===== src/sv/ctcg_fifo.sv =====
// ----------------------------------------------------------------------------
// ctcg_fifo
// Small synchronous queue with full and empty flags.
// ----------------------------------------------------------------------------
module ctcg_fifo #(
    parameter int WIDTH = 8,
    parameter int DEPTH = 2
) (
    input  logic             clk,
    input  logic             rst_n,
    input  logic             push,
    input  logic [WIDTH-1:0] wdata,
    output logic             full,
    input  logic             pop,
    output logic [WIDTH-1:0] rdata,
    output logic             empty
);
    localparam int PTR_W = (DEPTH > 1) ? $clog2(DEPTH) : 1;
    localparam int CNT_W = $clog2(DEPTH + 1);

    logic [WIDTH-1:0] mem [DEPTH];
    logic [PTR_W-1:0] wr_ptr_reg, rd_ptr_reg;
    logic [CNT_W-1:0] count_reg;
    logic             do_push, do_pop;

    assign full    = (count_reg == CNT_W'(DEPTH));
    assign empty   = (count_reg == '0);
    assign do_push = push && !full;
    assign do_pop  = pop && !empty;
    assign rdata   = mem[rd_ptr_reg];

    always_ff @(posedge clk)
    begin
        if (do_push)
        begin
            mem[wr_ptr_reg] <= wdata;
        end
    end

    always_ff @(posedge clk or negedge rst_n)
    begin
        if (!rst_n)
        begin
            wr_ptr_reg <= '0;
            rd_ptr_reg <= '0;
            count_reg  <= '0;
        end
        else
        begin
            if (do_push)
            begin
                wr_ptr_reg <= (wr_ptr_reg == PTR_W'(DEPTH - 1)) ? '0 : wr_ptr_reg + 1'b1;
            end
            if (do_pop)
            begin
                rd_ptr_reg <= (rd_ptr_reg == PTR_W'(DEPTH - 1)) ? '0 : rd_ptr_reg + 1'b1;
            end
            if (do_push && !do_pop)
            begin
                count_reg <= count_reg + 1'b1;
            end
            else if (do_pop && !do_push)
            begin
                count_reg <= count_reg - 1'b1;
            end
        end
    end
endmodule


===== config.mk =====
export PLATFORM = sky130hd
export DESIGN_NAME = ctcg_fifo
export DESIGN_NICKNAME = d
export VERILOG_FILES = /design/src/sv/ctcg_fifo.sv
export SDC_FILE = /design/constraint.sdc
export NUM_CORES = 1
export LEC_CHECK = 0
export ABC_AREA = 1
export BUFFER_PORTS_ARGS = -buffer_cell sky130_fd_sc_hd__buf_2
export CAP_MARGIN = 20
export CORE_MARGIN = 3
export CORE_UTILIZATION = 49
export CTS_CLUSTER_DIAMETER = 50
export CTS_CLUSTER_SIZE = 30
export DETAILED_ROUTE_END_ITERATION = 6
export GPL_ROUTABILITY_DRIVEN = 0
export HOLD_SLACK_MARGIN = 0.02
export PLACE_DENSITY = 0.78
export SETUP_SLACK_MARGIN = 0.4
export SYNTH_ARGS = -nofsm -noshare
export SYNTH_HDL_FRONTEND = slang
export SYNTH_SLANG_ARGS = --single-unit

===== constraint.sdc =====
create_clock -name clk -period 1.9 [get_ports clk]
set_clock_uncertainty 0.05 [all_clocks]
set_input_delay 0.285 -clock clk [delete_from_list [all_inputs] [get_ports clk]]
set_output_delay 0.285 -clock clk [all_outputs]
set_load 0.01 [all_outputs]

# Word level (Yosys, flattened, before mapping)
# Memories as Yosys holds them, arrays and structs flattened.
# Index checks and enable logic that the tools add are counted.
dict set report totals {
  mem_count 1
  out_inout_bits 10
  inputBits 12
  mem_bits_rw 16
  reg_bits 4
}
# name words word_bits rd rd_ports_with_merged_regs write_ports line
set mem_list {}
lappend mem_list {mem 2 8 1 0 1 21} ;# logic [WIDTH-1:0] mem [DEPTH];
dict set report classes {
  n_reduce_logical 10
  n_eq_ne 1
  muxes 6
  n_addsub 4
}
# operator count
set op_table {}
lappend op_table {{logical AND 1 bit} 4}
lappend op_table {{logical NOT 1 bit} 4}
lappend op_table {{2-to-1 mux 1 bit} 4}
lappend op_table {{2-to-1 mux 2 bit} 2}
lappend op_table {{adder 1 bit, second input constant} 2}
lappend op_table {{adder 2 x 1 -> 2 bit, second input constant} 1}
lappend op_table {{equality test 2 bit, second input constant} 1}
lappend op_table {{logical NOT 2 bit} 1}
lappend op_table {{nonzero test 2 bit} 1}
lappend op_table {{subtractor 2 x 1 -> 2 bit, second input constant} 1}

# Depth between registers and ports, before layout
dict set report depth {
  word_depth 7
  depth_mapped 9
  mapped_depth_nobuf 9
}

# Worst setup path before layout
# OpenSTA, ideal clock, no wires.
dict set report synth_timing {
  path_kind {flip-flop to flip-flop}
  from {register count_reg[1]}
  to {memory mem[1][0], enable pin}
  setup_ns 0.371
  t_required_ns 1.479
  arrival_time_ns 0.951
  period_less_slack_ns 1.372
  path_slack_ns 0.528
  n_path_buf 0
  stages_incl_launch_ff 4
  cell_sequence {dfrtp_1 -> inv_1 -> o21ai_0 -> nor2_1}
}
dict set report synth_via {
  elab_chain_len 5
}
# item line
set synth_rtl {}
lappend synth_rtl {{start, declared} 23} ;# logic [CNT_W-1:0] count_reg;
lappend synth_rtl {{start signal, assigned} 60} ;# count_reg <= count_reg + 1'b1;
lappend synth_rtl {{start signal, assigned} 64} ;# count_reg <= count_reg - 1'b1;
lappend synth_rtl {{equality test 2 bit} 26} ;# assign full = (count_reg == CNT_W'(DEPTH));
lappend synth_rtl {{logical NOT 1 bit} 28} ;# assign do_push = push && !full;
lappend synth_rtl {{logical AND 1 bit} 28}
lappend synth_rtl {{2-to-1 mux 1 bit} 34} ;# if (do_push)
lappend synth_rtl {{2-to-1 mux 1 bit (implied by the code)} 36} ;# mem[wr_ptr_reg] <= wdata;
lappend synth_rtl {{end, declared} 21}
# Every way passes these cells.

# Worst setup path in the final report
dict set report layout_timing {
  from {register rd_ptr_reg}
  to {output port rdata[1]}
}
dict set report layout_via {
  elab_chain_len 1
}
# item line
set layout_rtl {}
lappend layout_rtl {{start, declared} 22} ;# logic [PTR_W-1:0] wr_ptr_reg, rd_ptr_reg;
lappend layout_rtl {{start signal, assigned} 56} ;# rd_ptr_reg <= (rd_ptr_reg == PTR_W'(DEPTH - 1)) ? '0 : rd_ptr_reg + 1'b1;
lappend layout_rtl {{memory (2 x 8 bit)} n/a}
lappend layout_rtl {{end, declared} 15} ;# output logic [WIDTH-1:0] rdata,
# Every way passes these cells.

==> flow_results.org <==
** Route
- In this run, the number of DRC markers left after iteration 0 of detailed routing was 11.
- Remaining antenna violation count :: 0
- In the routed design, unresolved DRC markers number 0.
- Post-DR wirelength/cell :: 13.4 um
- The first detailed-routing pass ran for 4 iterations.
- Detailed-route wire length :: 1590 um
- In the routed layout, each cell is associated on average with a via count of 4.98.
- The final route contains 588 vias.

** Logic synthesis
- Cell count after synthesis :: 73
- After synthesis the netlist holds a flip-flop and latch count of 20.
- Summing the areas of all fa, ha and maj instances in the mapped netlist gives 1.55% of the synthesized area.
- Summing the areas of all compound-gate instances in the mapped netlist gives 1.24% of the synthesized area.
- Yosys attributes the largest share of cell area to edfxtp_1, nand2_1, dfrtp_1, inv_1, ha_1.
- The synthesized netlist devotes 20.1% of its cell area to simple gates.
- Counting distinct cell types in the post-synthesis netlist gives 14.
- Largest family of logic cells by synthesized area :: simple AND/OR/NAND/NOR gates
- Warning count from the yosys run :: 0
- The number of nets handed over by synthesis was 86.
- Summed over all instances, the cell type with the most area after synthesis is edfxtp_1.
- The mapped netlist covers 810 um2.
- A synthesized cell averages 11.1 um2.
- Post-synthesis mux area share :: 0%
- Portion of synthesized cell area occupied by the leading cell type :: 59.4%
- Sequential fraction of the synthesis area :: 71.7%
- After Yosys synthesis, XOR and XNOR cells account for 1.08% of the synthesized area.

** Placed design
- Cell total after placement :: 110
- Number of port buffers :: 21
- The wire-length estimate of the detail-placed layout is 1180 um.

** Setup path
- The worst setup path is captured at a primary output.
- Ordered cell list for the critical path :: buf_6 -> nand2_2 -> nand2_1 -> buf_2
- STA puts the critical path data arrival time at 1130 ps.
- The setup path with the least slack is of type reg -> out.
- Worst Path Buf+Inv :: 2
- The critical path runs through a total of 4 cells.
- Data required time at the worst endpoint :: 1560 ps
- Standard cell with the maximum stage delay on the critical path :: dfrtp_2
- Setup crit start kind :: flip-flop
- Delay-heaviest family, CP :: flip-flops
- Worst reg-to-reg path cell count :: 7
- On the worst path, the slowest cell contributes a delay of 460 ps.
- Of all nets on the critical path, the largest fanout is 5.

** Floorplanning
- Once the floorplan was initialized, standard cells occupied 53.1% of the core.
- Horiz. Die Dim :: 46.6 um
- Die Outline Area :: 0.00218 mm2
- Row generation in the floorplan step produced 14 rows.
- Pin placement for this block handled 22 I/O pins.
- Die outline height :: 46.6 um
- Core box area :: 0.00152 mm2

** STA
- Transition time at the pin with the least slew margin :: 328 ps
- Hold Violations, Final :: 0
- The number of max-slew violations in the final report is 0.
- Setup violations remaining at the end of the flow were counted as 0.
- RSZ-0062 raised after global routing :: yes
- Of the available clock period, the critical path in the final layout requires 77.0%.
- For this run, the top clock speed supported by timing is 684 MHz.
- Smallest hold slack :: 119 ps
- Worst slew margin :: 78.1%
- Period minus WS final :: 1460 ps
- Setup total negative slack on the finished layout was measured at 0 ps.

** Global route
- The first global-routing pass estimated 2230 um of wire.
- Number of antenna violations at the first check in global routing :: 0
- All-Layer GR Usage :: 15.9%
- The number of global-route vias before repair came to 537.
- Entering global routing, the biggest net connects 12 pins.
- Overflow left after global routing :: 0

** CTS
- Counting the buffers created by CTS gives 3.
- After clock tree synthesis, the clock-pin slew on the worst setup and hold paths is 100 ps.
- CTS saw 20 sinks.
- CTS H-tree depth :: 1
- TritonCTS built the clock tree.
- The tree is rooted in a clkbuf_4.
- Worst-Skew Late Latency :: 290 ps
- The longest clock path from root to sink contains 2 buffers.

** Finish
- Area added between synthesis and finish :: 28.4%
- 0 antenna diodes ended up in the layout.
- Final #Nets :: 116
- Flip-flop count of the largest register, all copies and words added :: 16
- Commonest cells after routing, fill and taps aside :: nand2_1, buf_2, edfxtp_1
- The post-route netlist has 43.1% of its cells at a drive strength greater than 1.
- Excluding fillers, the count of instances in the completed layout stands at 118.
- Most frequent standard cell in the layout excluding fill and tap cells :: nand2_1

** Run
- MaxCap Viol Count :: 0

** Power
- Power density over the cells :: 1510 mW/mm2
- In this run the static leakage power is 0.487 nW.
- VDD sags by at most 0.00115 V.

** Outcome
- The run finished with clean final reports.

** Min path
- The path class of the tightest hold or removal check is in -> reg.
- Counting instances, the worst hold path has a depth of 1.
## per-stage QoR
stage	util [%]	worst slack [ps]	instance area (um2)	total power [W]
final	68.2	438	1040	0.00157
after global routing	68.2	369	1040	0.00169
after CTS	64.9	409	990	0.00149
after detailed placement	61.5	390	937	0.00125
after global placement	61.5	465	937	0.00121
after floorplan	-	528	810	0.00103
## area by class of cell
type	count	area, um2
repair buffers	26	153
flip-flops and latches	20	583
fillers	117	484
clock buffers	4	26.3
multi-input cells	44	223
inverters	8	35.0
well taps	16	20.0
## layer usage
metal | vias up | routed length [um] | track usage [%]
met5 | - | 0 | 0
met3 | 7 | 55 | 2.34
li1 | 295 | - | -
met1 | 273 | 581 | 15.5
met4 | 0 | 60 | 11.6
met2 | 13 | 887 | 29.7
## worst register-to-register path, stage by stage, from the launching register on
cell     delay, ps
dfrtp_2        490
nor2_4         140
nor2_2          50
ha_1           310
inv_2           80
nand3_1         80
nand2_1         70
nand2_1         60
## kinds of logic (layout without fill, tap and decap cells)
| group | count (synthesis) | in the layout |
|---|---|---|
| and+or+nand+nor | 40 | 40 |
| DFF | 20 | 20 |
| buffers and inverters | 9 | 38 |
| AOI/OAI and AO/OA | 2 | 2 |
| adders and majority gates | 1 | 1 |
| xor gates and xnor gates | 1 | 1 |
## power breakdown
part / internal [W] / total, W / leakage (nW) / switching (W)
logic: 0.000278 / 0.000668 / 0.277 / 0.000390
clock network: 0.0000819 / 0.000201 / 0.0150 / 0.000119
registers: 0.000614 / 0.000706 / 0.195 / 0.0000916
total: 0.000974 / 0.00157 / 0.487 / 0.000601
## timing repair
item / CTS / global route
hold endpoints to repair: 4 / 0
endpoints found under the setup margin: 9 / 9
setup buffers: 2 / 1
hold buffers: 1 / 0
pin swaps: 0 / 6
gates resized for setup: 2 / 17
gates cloned: 0 / 0
## path summary, 6_finish.rpt
| kind | startpoint | endpoint | slack, ps |
|---|---|---|---|
| hold / removal | wdata[0] | mem[0][0]$_DFFE_PP_ | 120 |
| min in group asynchronous | rst_n | count_reg[1]$_DFFE_PN0P_ | 260 |
| setup reg to reg | count_reg[0]$_DFFE_PN0P_ | count_reg[1]$_DFFE_PN0P_ | 460 |
| max in group asynchronous | rst_n | rd_ptr_reg$_DFFE_PN0P_ | 1410 |
| hold reg to reg | wr_ptr_reg$_DFFE_PN0N_ | wr_ptr_reg$_DFFE_PN0N_ | 450 |
| setup / recovery | rd_ptr_reg$_DFFE_PN0P_ | rdata[1] | 440 |
## synth_stat cells
library cell	instances
inv_1	7
xnor2_1	1
nand2_1	33
nand3_1	1
ha_1	1
edfxtp_1	16
inv_2	1
nand4_1	1
dfrtp_1	4
nand3b_1	1
buf_2	1
nor2_2	2
o21ai_0	2
nor2_1	2
(Power assumes the default switching activity.)
