File: config.mk
export PLATFORM = sky130hd
export DESIGN_NAME = ctcg_front
export DESIGN_NICKNAME = d
export VERILOG_FILES = /design/src/sv/ctcg_pkg.sv /design/src/sv/ctcg_front.sv
export SDC_FILE = /design/constraint.sdc
export NUM_CORES = 1
export LEC_CHECK = 0
export ABC_AREA = 0
export BUFFER_PORTS_ARGS = -buffer_cell sky130_fd_sc_hd__buf_2
export CORE_MARGIN = 4
export CORE_UTILIZATION = 33
export DETAILED_ROUTE_END_ITERATION = 8
export PLACE_DENSITY = 0.65
export RECOVER_POWER = 50
export SLEW_MARGIN = 40
export SYNTH_ARGS = -nofsm -noshare
export SYNTH_HDL_FRONTEND = slang
export SYNTH_SLANG_ARGS = --single-unit
File: constraint.sdc
create_clock -name clk -period 3.25 [get_ports clk]
set_clock_uncertainty 0.2 [all_clocks]
set_input_delay 0.1625 -clock clk [delete_from_list [all_inputs] [get_ports clk]]
set_output_delay 0.1625 -clock clk [all_outputs]
set_load 0.02 [all_outputs]
File: src/sv/ctcg_pkg.sv
// ----------------------------------------------------------------------------
// ctcg_pkg
// Shared types and constants of the greedy CTC decoder.
// ----------------------------------------------------------------------------
package ctcg_pkg;

    localparam int MAX_CLASSES_DEF     = 8192;
    localparam int LOGIT_WIDTH_DEF     = 16;
    localparam int EXP_TABLE_DEPTH_DEF = 1024;

    localparam int CFG_W       = 14;
    localparam int CONF_W      = 16;
    localparam int SUM_W       = 32;
    localparam logic [CFG_W-1:0] NUM_CLASSES_RST = 14'd5531;
    localparam logic [CFG_W-1:0] KEY_COUNT_RST   = 14'd5531;

    // Configuration register indexes.
    typedef enum logic {
        CFG_NUM_CLASSES = 1'b0,
        CFG_KEY_COUNT   = 1'b1
    } cfg_index_t;

    // Classification that the front end attaches to every logit.
    typedef struct packed {
        logic first;
        logic last;
        logic eol;
    } item_tag_t;

endpackage

File: src/sv/ctcg_front.sv
// ----------------------------------------------------------------------------
// ctcg_front
// Accepts logits, counts columns and tags row start, row end and line end.
// ----------------------------------------------------------------------------
module ctcg_front #(
    parameter int LOGIT_WIDTH = 16,
    parameter int MAX_CLASSES = 8192,
    parameter int COL_W       = 13
) (
    input  logic                         clk,
    input  logic                         rst_n,
    input  logic                         push,
    input  logic signed [LOGIT_WIDTH-1:0] logit,
    input  logic                         end_of_line,
    output logic                         full,
    input  logic [ctcg_pkg::CFG_W-1:0]   num_classes,
    output logic                         q_push,
    output logic [LOGIT_WIDTH-1:0]       q_logit,
    output logic [COL_W-1:0]             q_col,
    output ctcg_pkg::item_tag_t          q_tag,
    input  logic                         q_full
);
    import ctcg_pkg::*;

    localparam int CNT_W = $clog2(MAX_CLASSES + 1);
    localparam int CMP_W = ((CNT_W > CFG_W) ? CNT_W : CFG_W) + 1;

    logic [COL_W-1:0] col_reg, col_next;
    logic [CMP_W-1:0] n_raw, n_eff, col_plus;
    logic             accept, row_last;

    assign full   = q_full;
    assign accept = push && !q_full;

    always_comb
    begin
        n_raw = CMP_W'(num_classes);
        if (n_raw == '0)
        begin
            n_eff = CMP_W'(1);
        end
        else if (n_raw > CMP_W'(MAX_CLASSES))
        begin
            n_eff = CMP_W'(MAX_CLASSES);
        end
        else
        begin
            n_eff = n_raw;
        end
        col_plus = CMP_W'(col_reg) + CMP_W'(1);
        row_last = (col_plus >= n_eff) || end_of_line;
        col_next = row_last ? '0 : COL_W'(col_plus);
    end

    assign q_push      = accept;
    assign q_logit     = logit;
    assign q_col       = col_reg;
    assign q_tag.first = (col_reg == '0);
    assign q_tag.last  = row_last;
    assign q_tag.eol   = end_of_line;

    always_ff @(posedge clk or negedge rst_n)
    begin
        if (!rst_n)
        begin
            col_reg <= '0;
        end
        else if (accept)
        begin
            col_reg <= col_next;
        end
    end
endmodule

Word level (Yosys, flattened, before mapping):

Index checks and enable logic that the tools add are counted.

* magnitude comparators: 2
* muxes and demuxes: 3
* $add $sub $neg: 1
* reductions and logical operators: 5

Operator list (number)
* $ge 14x15->1: 1
* $mux 15: 1
* $add 13x1->14 const B: 1
* $gt 14x14->1 const B: 1
* $logic_not 14->1: 1
* $mux 14: 1
* $logic_not 13->1: 1
* $mux 13: 1
* $logic_and 1x1->1: 1
* $logic_not 1->1: 1
* $logic_or 1x1->1: 1

* bits in registers: 13
* word-level logic and storage cells: 12

Depth between registers and ports, before layout:

Gate-level depths: netlist of the first run.

* word-level depth: 6
* mapped depth: 13
* mapped depth without buffers: 12

Worst setup path before layout of the first run:

No wires, ideal clock.

* path type: register to output
* from: register col_reg[0], in the netlist q_col[0]
* to: output port q_tag[1] (netlist bit)
* arrival time: 3.060 ns
* stages on the path, launching flop included: 14
* setup slack: -0.172 ns
* cell sequence: dfrtp_1 > ha_1 > nand3_4 > or2_1 > buf_6 > nor3_2 > xnor2_1 > inv_1 > ha_1 > a21o_1 > a211o_1 > a41oi_4 > o21ai_4 > buf_4

* word-level cells in the longest chain between the ends: 3

RTL lines
* start, declared: line ctcg_front.sv:28 `logic [COL_W-1:0] col_reg, col_next;`
* start signal, assigned: line ctcg_front.sv:70 `col_reg <= col_next;`
* $add 13x1->14: line ctcg_front.sv:50 `col_plus = CMP_W'(col_reg) + CMP_W'(1);`
* $ge 14x15->1: line ctcg_front.sv:51 `row_last = (col_plus >= n_eff) || end_of_line;`
* $logic_or 1x1->1: line ctcg_front.sv:51
* end, declared: line ctcg_front.sv:20 `output ctcg_pkg::item_tag_t q_tag,`

No other way between the ends.

==> flow_metrics.env, run 1 <==
export IMPL_outcome="finished clean"
export IMPL_cp_cell_sequence="buf_4 -> buf_4 -> nand2_1 -> nor4_4 -> and3_1 -> ha_1 -> a211o_1 -> a41oi_4 -> o21ai_4 -> buf_6"
export IMPL_slew_headroom_pct=46.9
export IMPL_p_leak_nw=0.892
export IMPL_timing_hold_ws_ns=0.125
export IMPL_synthTopCellsByArea="dfrtp_1 22%, ha_1 13%, buf_4 10%"
export IMPL_routed_via_density=5.14
export IMPL_ant_nets=0
export IMPL_tightestPinTransition_ns=0.796
export IMPL_syn_inst=186
export IMPL_avgSynthCellArea_um2=8.09
export IMPL_synthFlopType="dfrtp_1"
export IMPL_setup_viol=0
export IMPL_setup_slack_ns=0.132
export IMPL_syn_to_final_growth_pct=19.5
export IMPL_met2_usage_pct=27.1
export IMPL_h_tree_depth=1
export IMPL_final_util_pct=41.0
export IMPL_drive_above_1_share_pct=33.3
export IMPL_fin_crit_sh_pct=95.9
export IMPL_max_stage_delay_ns=0.39
export IMPL_rsz0062_at_grt="false"
export IMPL_grt_start_max_net_pins=23
export IMPL_seqCellArea_um2=328
export IMPL_synth_edf_count=0
export IMPL_vias=1378
export IMPL_crit_start="q_col[0]$_DFFE_PN0P_"
export IMPL_yosys_warnings=0
export IMPL_grt_pass1_vias=1377
export IMPL_gr_usage_met3_pct=3.43
export IMPL_crit_path_frequent_cell="buf_4"
export IMPL_row_count=24
export IMPL_start_kind="flop"
export IMPL_arrival_ns=2.76
export IMPL_largest_reg_flops=13
export IMPL_core_area_um2=4380
export IMPL_grt_pass1_wl_um=6640
export IMPL_end_kind="output port"
export IMPL_required_ns=2.89
export IMPL_overflow=0
export IMPL_drc=0
export IMPL_grt_usage_pct=15.6
export IMPL_multi_input_area_um2=1000
export IMPL_critical_path_buf_inv_count=3
export IMPL_ir_worst_vdd_v=0.000131
export IMPL_worstHoldStart="logit[13]"
export IMPL_cts_buffers=3
export IMPL_io_pins=69
export IMPL_critPathTopFamily="simple AND/OR/NAND/NOR gates"
export IMPL_hp_class="primary input to output port"
export IMPL_path_clk_slew_ns=0.06
export IMPL_setup_tns_final_ns=0
export IMPL_slew_violations=0
export IMPL_clock_path_buffers=2
export IMPL_gr_usage_met1_pct=18.9
export IMPL_port_buffer_count=36
export IMPL_fmax_ghz=0.321
export IMPL_r2r_start="q_col[0]$_DFFE_PN0P_"
export IMPL_fillers=450
export IMPL_fin_crit_ns=3.12
export IMPL_clock_sinks=13
export IMPL_busiest_layer="met2"
export IMPL_maxCapViolCount=0
export IMPL_clk_latency_ns=0.25
export IMPL_ys_seq_area_share_pct=21.6
export IMPL_grt_antenna_before_repair=0
export IMPL_dr_pass1_iters=4
export IMPL_ys_types=39
export IMPL_dp_worst_setup_slack_ns=0.0315
export IMPL_cts_root_buffer="clkbuf_8"
export IMPL_post_dp_hpwl_um=3100
export IMPL_die_w_um=75.5
export IMPL_drtIter0Drc=51
export IMPL_synth_top_area_share_pct=21.6
export IMPL_initial_core_util_pct=34.3
export IMPL_path_class="flop to output port"
export IMPL_routed_wl_um=4070
export IMPL_syn_num_nets=237
export IMPL_worstPathMaxFanout=6
export IMPL_crit_slowest_cell="nor4_4"
export IMPL_wl_per_cell_um=15.2
export IMPL_num_antenna_cells=0
export IMPL_yosys_area_top_type="dfrtp_1"
export IMPL_dieArea_um2=5700
export IMPL_synth_seq_cells=13
export IMPL_synthArstFlopShare_pct=100
export IMPL_cts_tree="done"
export IMPL_place_congestion=0.941
export IMPL_hold_viol=0
export IMPL_fin_nets=268
export IMPL_dieHeight_um=75.5
export IMPL_powerDensity_nw_per_um2=412
export IMPL_syn_area_um2=1500
## worst reg2reg max path, stage by stage (launching register included)
cell and delay [ns]:
dfrtp_2 0.38, buf_4 0.11, buf_4 0.13, nand2_1 0.13, nor4_4 0.39, and3_1 0.23
ha_1 0.28, a211o_1 0.34, a41oi_4 0.23, o21ai_4 0.12, buf_4 0.16, o31ai_2 0.25
## area by class of cell
type | instances | share of cell area, %
Inverter | 10 | 2.09
Timing Repair Buffer | 54 | 17.8
Sequential cell | 13 | 18.2
Tap cell | 52 | 3.62
Multi-Input combinational cell | 135 | 55.7
Clock buffer | 4 | 2.51
## cell families (layout without fill, tap and decap cells)
| logic type | count (synthesis) | count (layout) | share of synthesized area [%] |
|---|---|---|---|
| buffers and inverters | 38 | 68 | 15.4 |
| xor gates and xnor gates | 11 | 11 | 6.41 |
| and+or+nand+nor | 83 | 83 | 27.5 |
| adders and majority gates | 16 | 16 | 13.3 |
| AOI/OAI and AO/OA | 25 | 25 | 15.7 |
| DFF | 13 | 13 | 21.6 |
## metal layers
layer	vias up	routed length [um]
li1	679	-
met1	655	1690
met2	38	2080
met3	6	220
met4	0	74
met5	-	0
## final timing paths
| check | to | cells past startpoint | slack, ns |
|---|---|---|---|
| hold reg to reg | q_col[12]$_DFFE_PN0P_ | 2 | 0.43 |
| min in group asynchronous | q_col[7]$_DFFE_PN0P_ | 2 | 0.31 |
| max in group asynchronous | q_col[0]$_DFFE_PN0P_ | 2 | 1.99 |
| hold / removal | q_logit[13] | 0 | 0.13 |
| setup reg to reg | q_col[8]$_DFFE_PN0P_ | 11 | 0.19 |
| setup / recovery | q_tag[1] | 10 | 0.13 |
## placed cells by master (no fill, tap or decap), types with 4 or more instances in the layout
cell type | netlist | layout
nand2_1 | 41 | 41
buf_2 | 1 | 32
buf_4 | 21 | 17
ha_1 | 16 | 14
dfrtp_1 | 13 | 11
inv_1 | 10 | 10
nor2_1 | 8 | 7
xnor2_1 | 6 | 6
o221ai_1 | 5 | 5
xor2_1 | 5 | 4
nand3_1 | 4 | 4
nor4_1 | 4 | 4
nor3_1 | 4 | 4
nand4_1 | 4 | 4
o21ai_0 | 5 | 4
o31ai_2 | 4 | 4
clkbuf_1 | 3 | 4
## report_power, final
part	internal [mW]	switching, mW
combinational	0.157	0.218
clock	0.0869	0.0670
sequential	0.184	0.0269
## cells in the mapped netlist (2+ instances only)
cell	n
a211o_1	2
a21oi_1	3
and2_1	2
and3_1	2
buf_4	21
clkbuf_1	3
dfrtp_1	13
ha_1	16
inv_1	10
nand2_1	41
nand2b_1	2
nand3_1	4
nand4_1	4
nor2_1	8
nor2b_1	3
nor3_1	4
nor3b_1	3
nor4_1	4
o21ai_0	5
o221ai_1	5
o31ai_2	4
xnor2_1	6
xor2_1	5
## through the flow
| step | std cells | total power [mW] | instance area (um^2) |
|---|---|---|---|
| 3_3_place_gp | 257 | 0.563 | 1650 |
| 5_1_grt | 268 | 0.788 | 1800 |
| 4_1_cts | 265 | 0.737 | 1750 |
| 2_1_floorplan | 186 | 0.493 | 1520 |
| 6_report | 268 | 0.740 | 1800 |
| 3_5_place_dp | 257 | 0.571 | 1650 |
## timing repair
action | 4_1_cts | 5_1_grt
gates resized for setup | 2 | 7
buffers inserted | 3 | 3
endpoints found under the hold margin | 13 | 0
hold buffers | 1 | 0
pin swaps | 1 | 9
endpoints found under the setup margin | 1 | 8
Note: power is estimated with default switching activity, not from simulation.
==> inputs of run 2 (changes only) <==
==> constraint.sdc (replaced) <==
create_clock -name clk -period 3.25 [get_ports clk]
set_clock_uncertainty 0.2 [all_clocks]
set_input_delay 0.325 -clock clk [delete_from_list [all_inputs] [get_ports clk]]
set_output_delay 0.325 -clock clk [all_outputs]
set_load 0.02 [all_outputs]
==> run 2 against run 1 <==
Effect of this change:
- critical path depth rose by 2
- wire length rose by 2.2%
- worst hold slack improved by 0.25 ns
- maximum frequency fell by 3.3%
- sequential power fell by 2%
- highest routed layer unchanged
- clock power barely moved
- first-iteration DRC count fell by 7.8%
- total power rose by 4.8%
- die area did not move
- sequential share of layout area fell by 0.98 points
- global-route usage rose by 0.49 points
- combinational power rose by 11%
==> flow_metrics.env, run 2 (synthesis results as in run 1) <==
export IMPL_hold_viol=0
export IMPL_fin_total_pwr_uw=775
export IMPL_worstPathMaxFanout=3
export IMPL_overflow=0
export IMPL_cts_root_buffer="clkbuf_8"
export IMPL_largest_reg_flops=13
export IMPL_wl_per_cell_um=15.2
export IMPL_max_stage_delay_ns=0.39
export IMPL_grt_start_max_net_pins=23
export IMPL_final_util_pct=43.5
export IMPL_setup_tns_final_ns=0
export IMPL_slew_headroom_pct=46.3
export IMPL_dieArea_um2=5700
export IMPL_row_count=24
export IMPL_required_ns=2.72
export IMPL_drc=0
export IMPL_ant_nets=0
export IMPL_final_cell_mix="41 x nand2_1, 34 x buf_2, 19 x buf_4"
export IMPL_power_switching_share_pct=41.4
export IMPL_fin_crit_sh_pct=99.2
export IMPL_clockPowerShare_pct=19.6
export IMPL_post_dp_hpwl_um=3260
export IMPL_grt_pass1_wl_um=6780
export IMPL_hp_class="primary input to flop"
export IMPL_cp_cell_sequence="ha_4 -> nand3_4 -> or2_4 -> nor3_4 -> xnor2_2 -> inv_2 -> ha_4 -> a21o_1 -> a211o_1 -> a41oi_4 -> o21ai_4 -> buf_6"
export IMPL_io_pins=69
export IMPL_path_class="flop to output port"
export IMPL_path_clk_slew_ns=0.06
export IMPL_final_cell_count_no_fill=273
export IMPL_grt_usage_pct=16.1
export IMPL_rsz0062_at_grt="true"
export IMPL_dpl_cell_count=259
export IMPL_regToRegSetupSlack_ns=0.13
export IMPL_timing_hold_ws_ns=0.375
export IMPL_cts_tree="done"
export IMPL_p_seq_share_pct=26.6
export IMPL_final_common_cell="nand2_1"
export IMPL_initial_core_util_pct=34.3
export IMPL_die_w_um=75.5
export IMPL_fmax_ghz=0.310
export IMPL_grt_pass1_vias=1422
export IMPL_clock_sinks=13
export IMPL_slew_violations=0
export IMPL_crit_path_frequent_cell="ha_4"
export IMPL_power_switching_uw=321
export IMPL_syn_to_final_growth_pct=26.7
export IMPL_routed_wl_um=4160
export IMPL_internal_power_uw=454
export IMPL_place_area_um2=1690
export IMPL_setup_slack_ns=0.0249
export IMPL_p_comb_share_pct=53.7
export IMPL_tightestPinTransition_ns=0.806
export IMPL_port_buffer_count=36
export IMPL_dieHeight_um=75.5
export IMPL_clk_latency_ns=0.25
export IMPL_end_kind="output port"
export IMPL_place_congestion=0.822
export IMPL_routed_via_density=5.10
export IMPL_fin_nets=273
export IMPL_clock_path_buffers=2
export IMPL_outcome="finished clean"
export IMPL_crit_slowest_cell="dfrtp_2"
export IMPL_dp_worst_setup_slack_ns=-0.0121
export IMPL_drtIter0Drc=47
export IMPL_setup_viol=0
export IMPL_core_area_um2=4380
export IMPL_h_tree_depth=1
export IMPL_dr_pass1_iters=4
export IMPL_grt_antenna_before_repair=0
export IMPL_maxCapViolCount=0
export IMPL_num_antenna_cells=0
export IMPL_powerDensity_nw_per_um2=407
export IMPL_drive_above_1_share_pct=38.5
export IMPL_vias=1392
export IMPL_cts_buffers=3
export IMPL_ir_worst_vdd_v=0.000131
export IMPL_arrival_ns=2.70
export IMPL_p_leak_nw=0.939
export IMPL_fin_crit_ns=3.23
export IMPL_start_kind="flop"
export IMPL_fin_area_um2=1910
[run 2: worst paths after layout]
kind                                           start  depth (start not counted)               endpoint
min in group asynchronous                      rst_n                          2  q_col[11]$_DFFE_PN0P_
worst min-delay path                            push                          5   q_col[9]$_DFFE_PN0P_
worst max-delay path            q_col[0]$_DFFE_PN0P_                         12               q_tag[1]
worst max register to register  q_col[0]$_DFFE_PN0P_                         14   q_col[7]$_DFFE_PN0P_
worst min register to register  q_col[9]$_DFFE_PN0P_                          2   q_col[9]$_DFFE_PN0P_
max in group asynchronous                      rst_n                          2   q_col[0]$_DFFE_PN0P_
[run 2: cell type report]
cell class	instances	area [um^2]
repair buffers	59	372
clock buffers	4	45.0
inverters	10	37.5
well taps	52	65.1
fillers	451	2480
multi-input cells	135	1060
flip-flops and latches	13	329
[run 2: timing repair]
| action | 4_1_cts | 5_1_grt |
|---|---|---|
| pin swaps | 5 | 10 |
| hold endpoints to repair | 13 | 0 |
| resized for setup | 14 | 6 |
| setup endpoints to repair | 1 | 5 |
| hold buffers | 1 | 0 |
| setup buffers | 5 | 4 |
[run 2: worst max-delay path: cells and delay by family (launching register included)]
kind | cells | cell delay [ns]
buffers and inverters | 2 | 0.21
AO/OA/AOI/OAI | 4 | 0.83
XOR/XNOR | 1 | 0.16
flip-flops | 1 | 0.39
AND/OR/NAND/NOR | 3 | 0.49
adder cells (fa/ha/maj) | 2 | 0.40
[run 2: routing by layer]
metal  wire [um]  part of all wire (%)  vias to the layer above  track usage (%)
met3         255                   6.1                       14             4.35
li1            -                     -                      696                -
met5           0                     0                        -                0
met4         155                   3.7                        0             7.96
met2        2060                    50                       38             27.8
met1        1690                    41                      644             18.2
[run 2: power groups by stage]
stage	Sequential, mW	Clock [mW]	Combinational, mW
floorplan	0.232	0	0.264
global placement	0.216	0	0.366
detailed placement	0.218	0	0.374
CTS	0.213	0.158	0.390
global route	0.210	0.171	0.459
finish	0.207	0.152	0.416
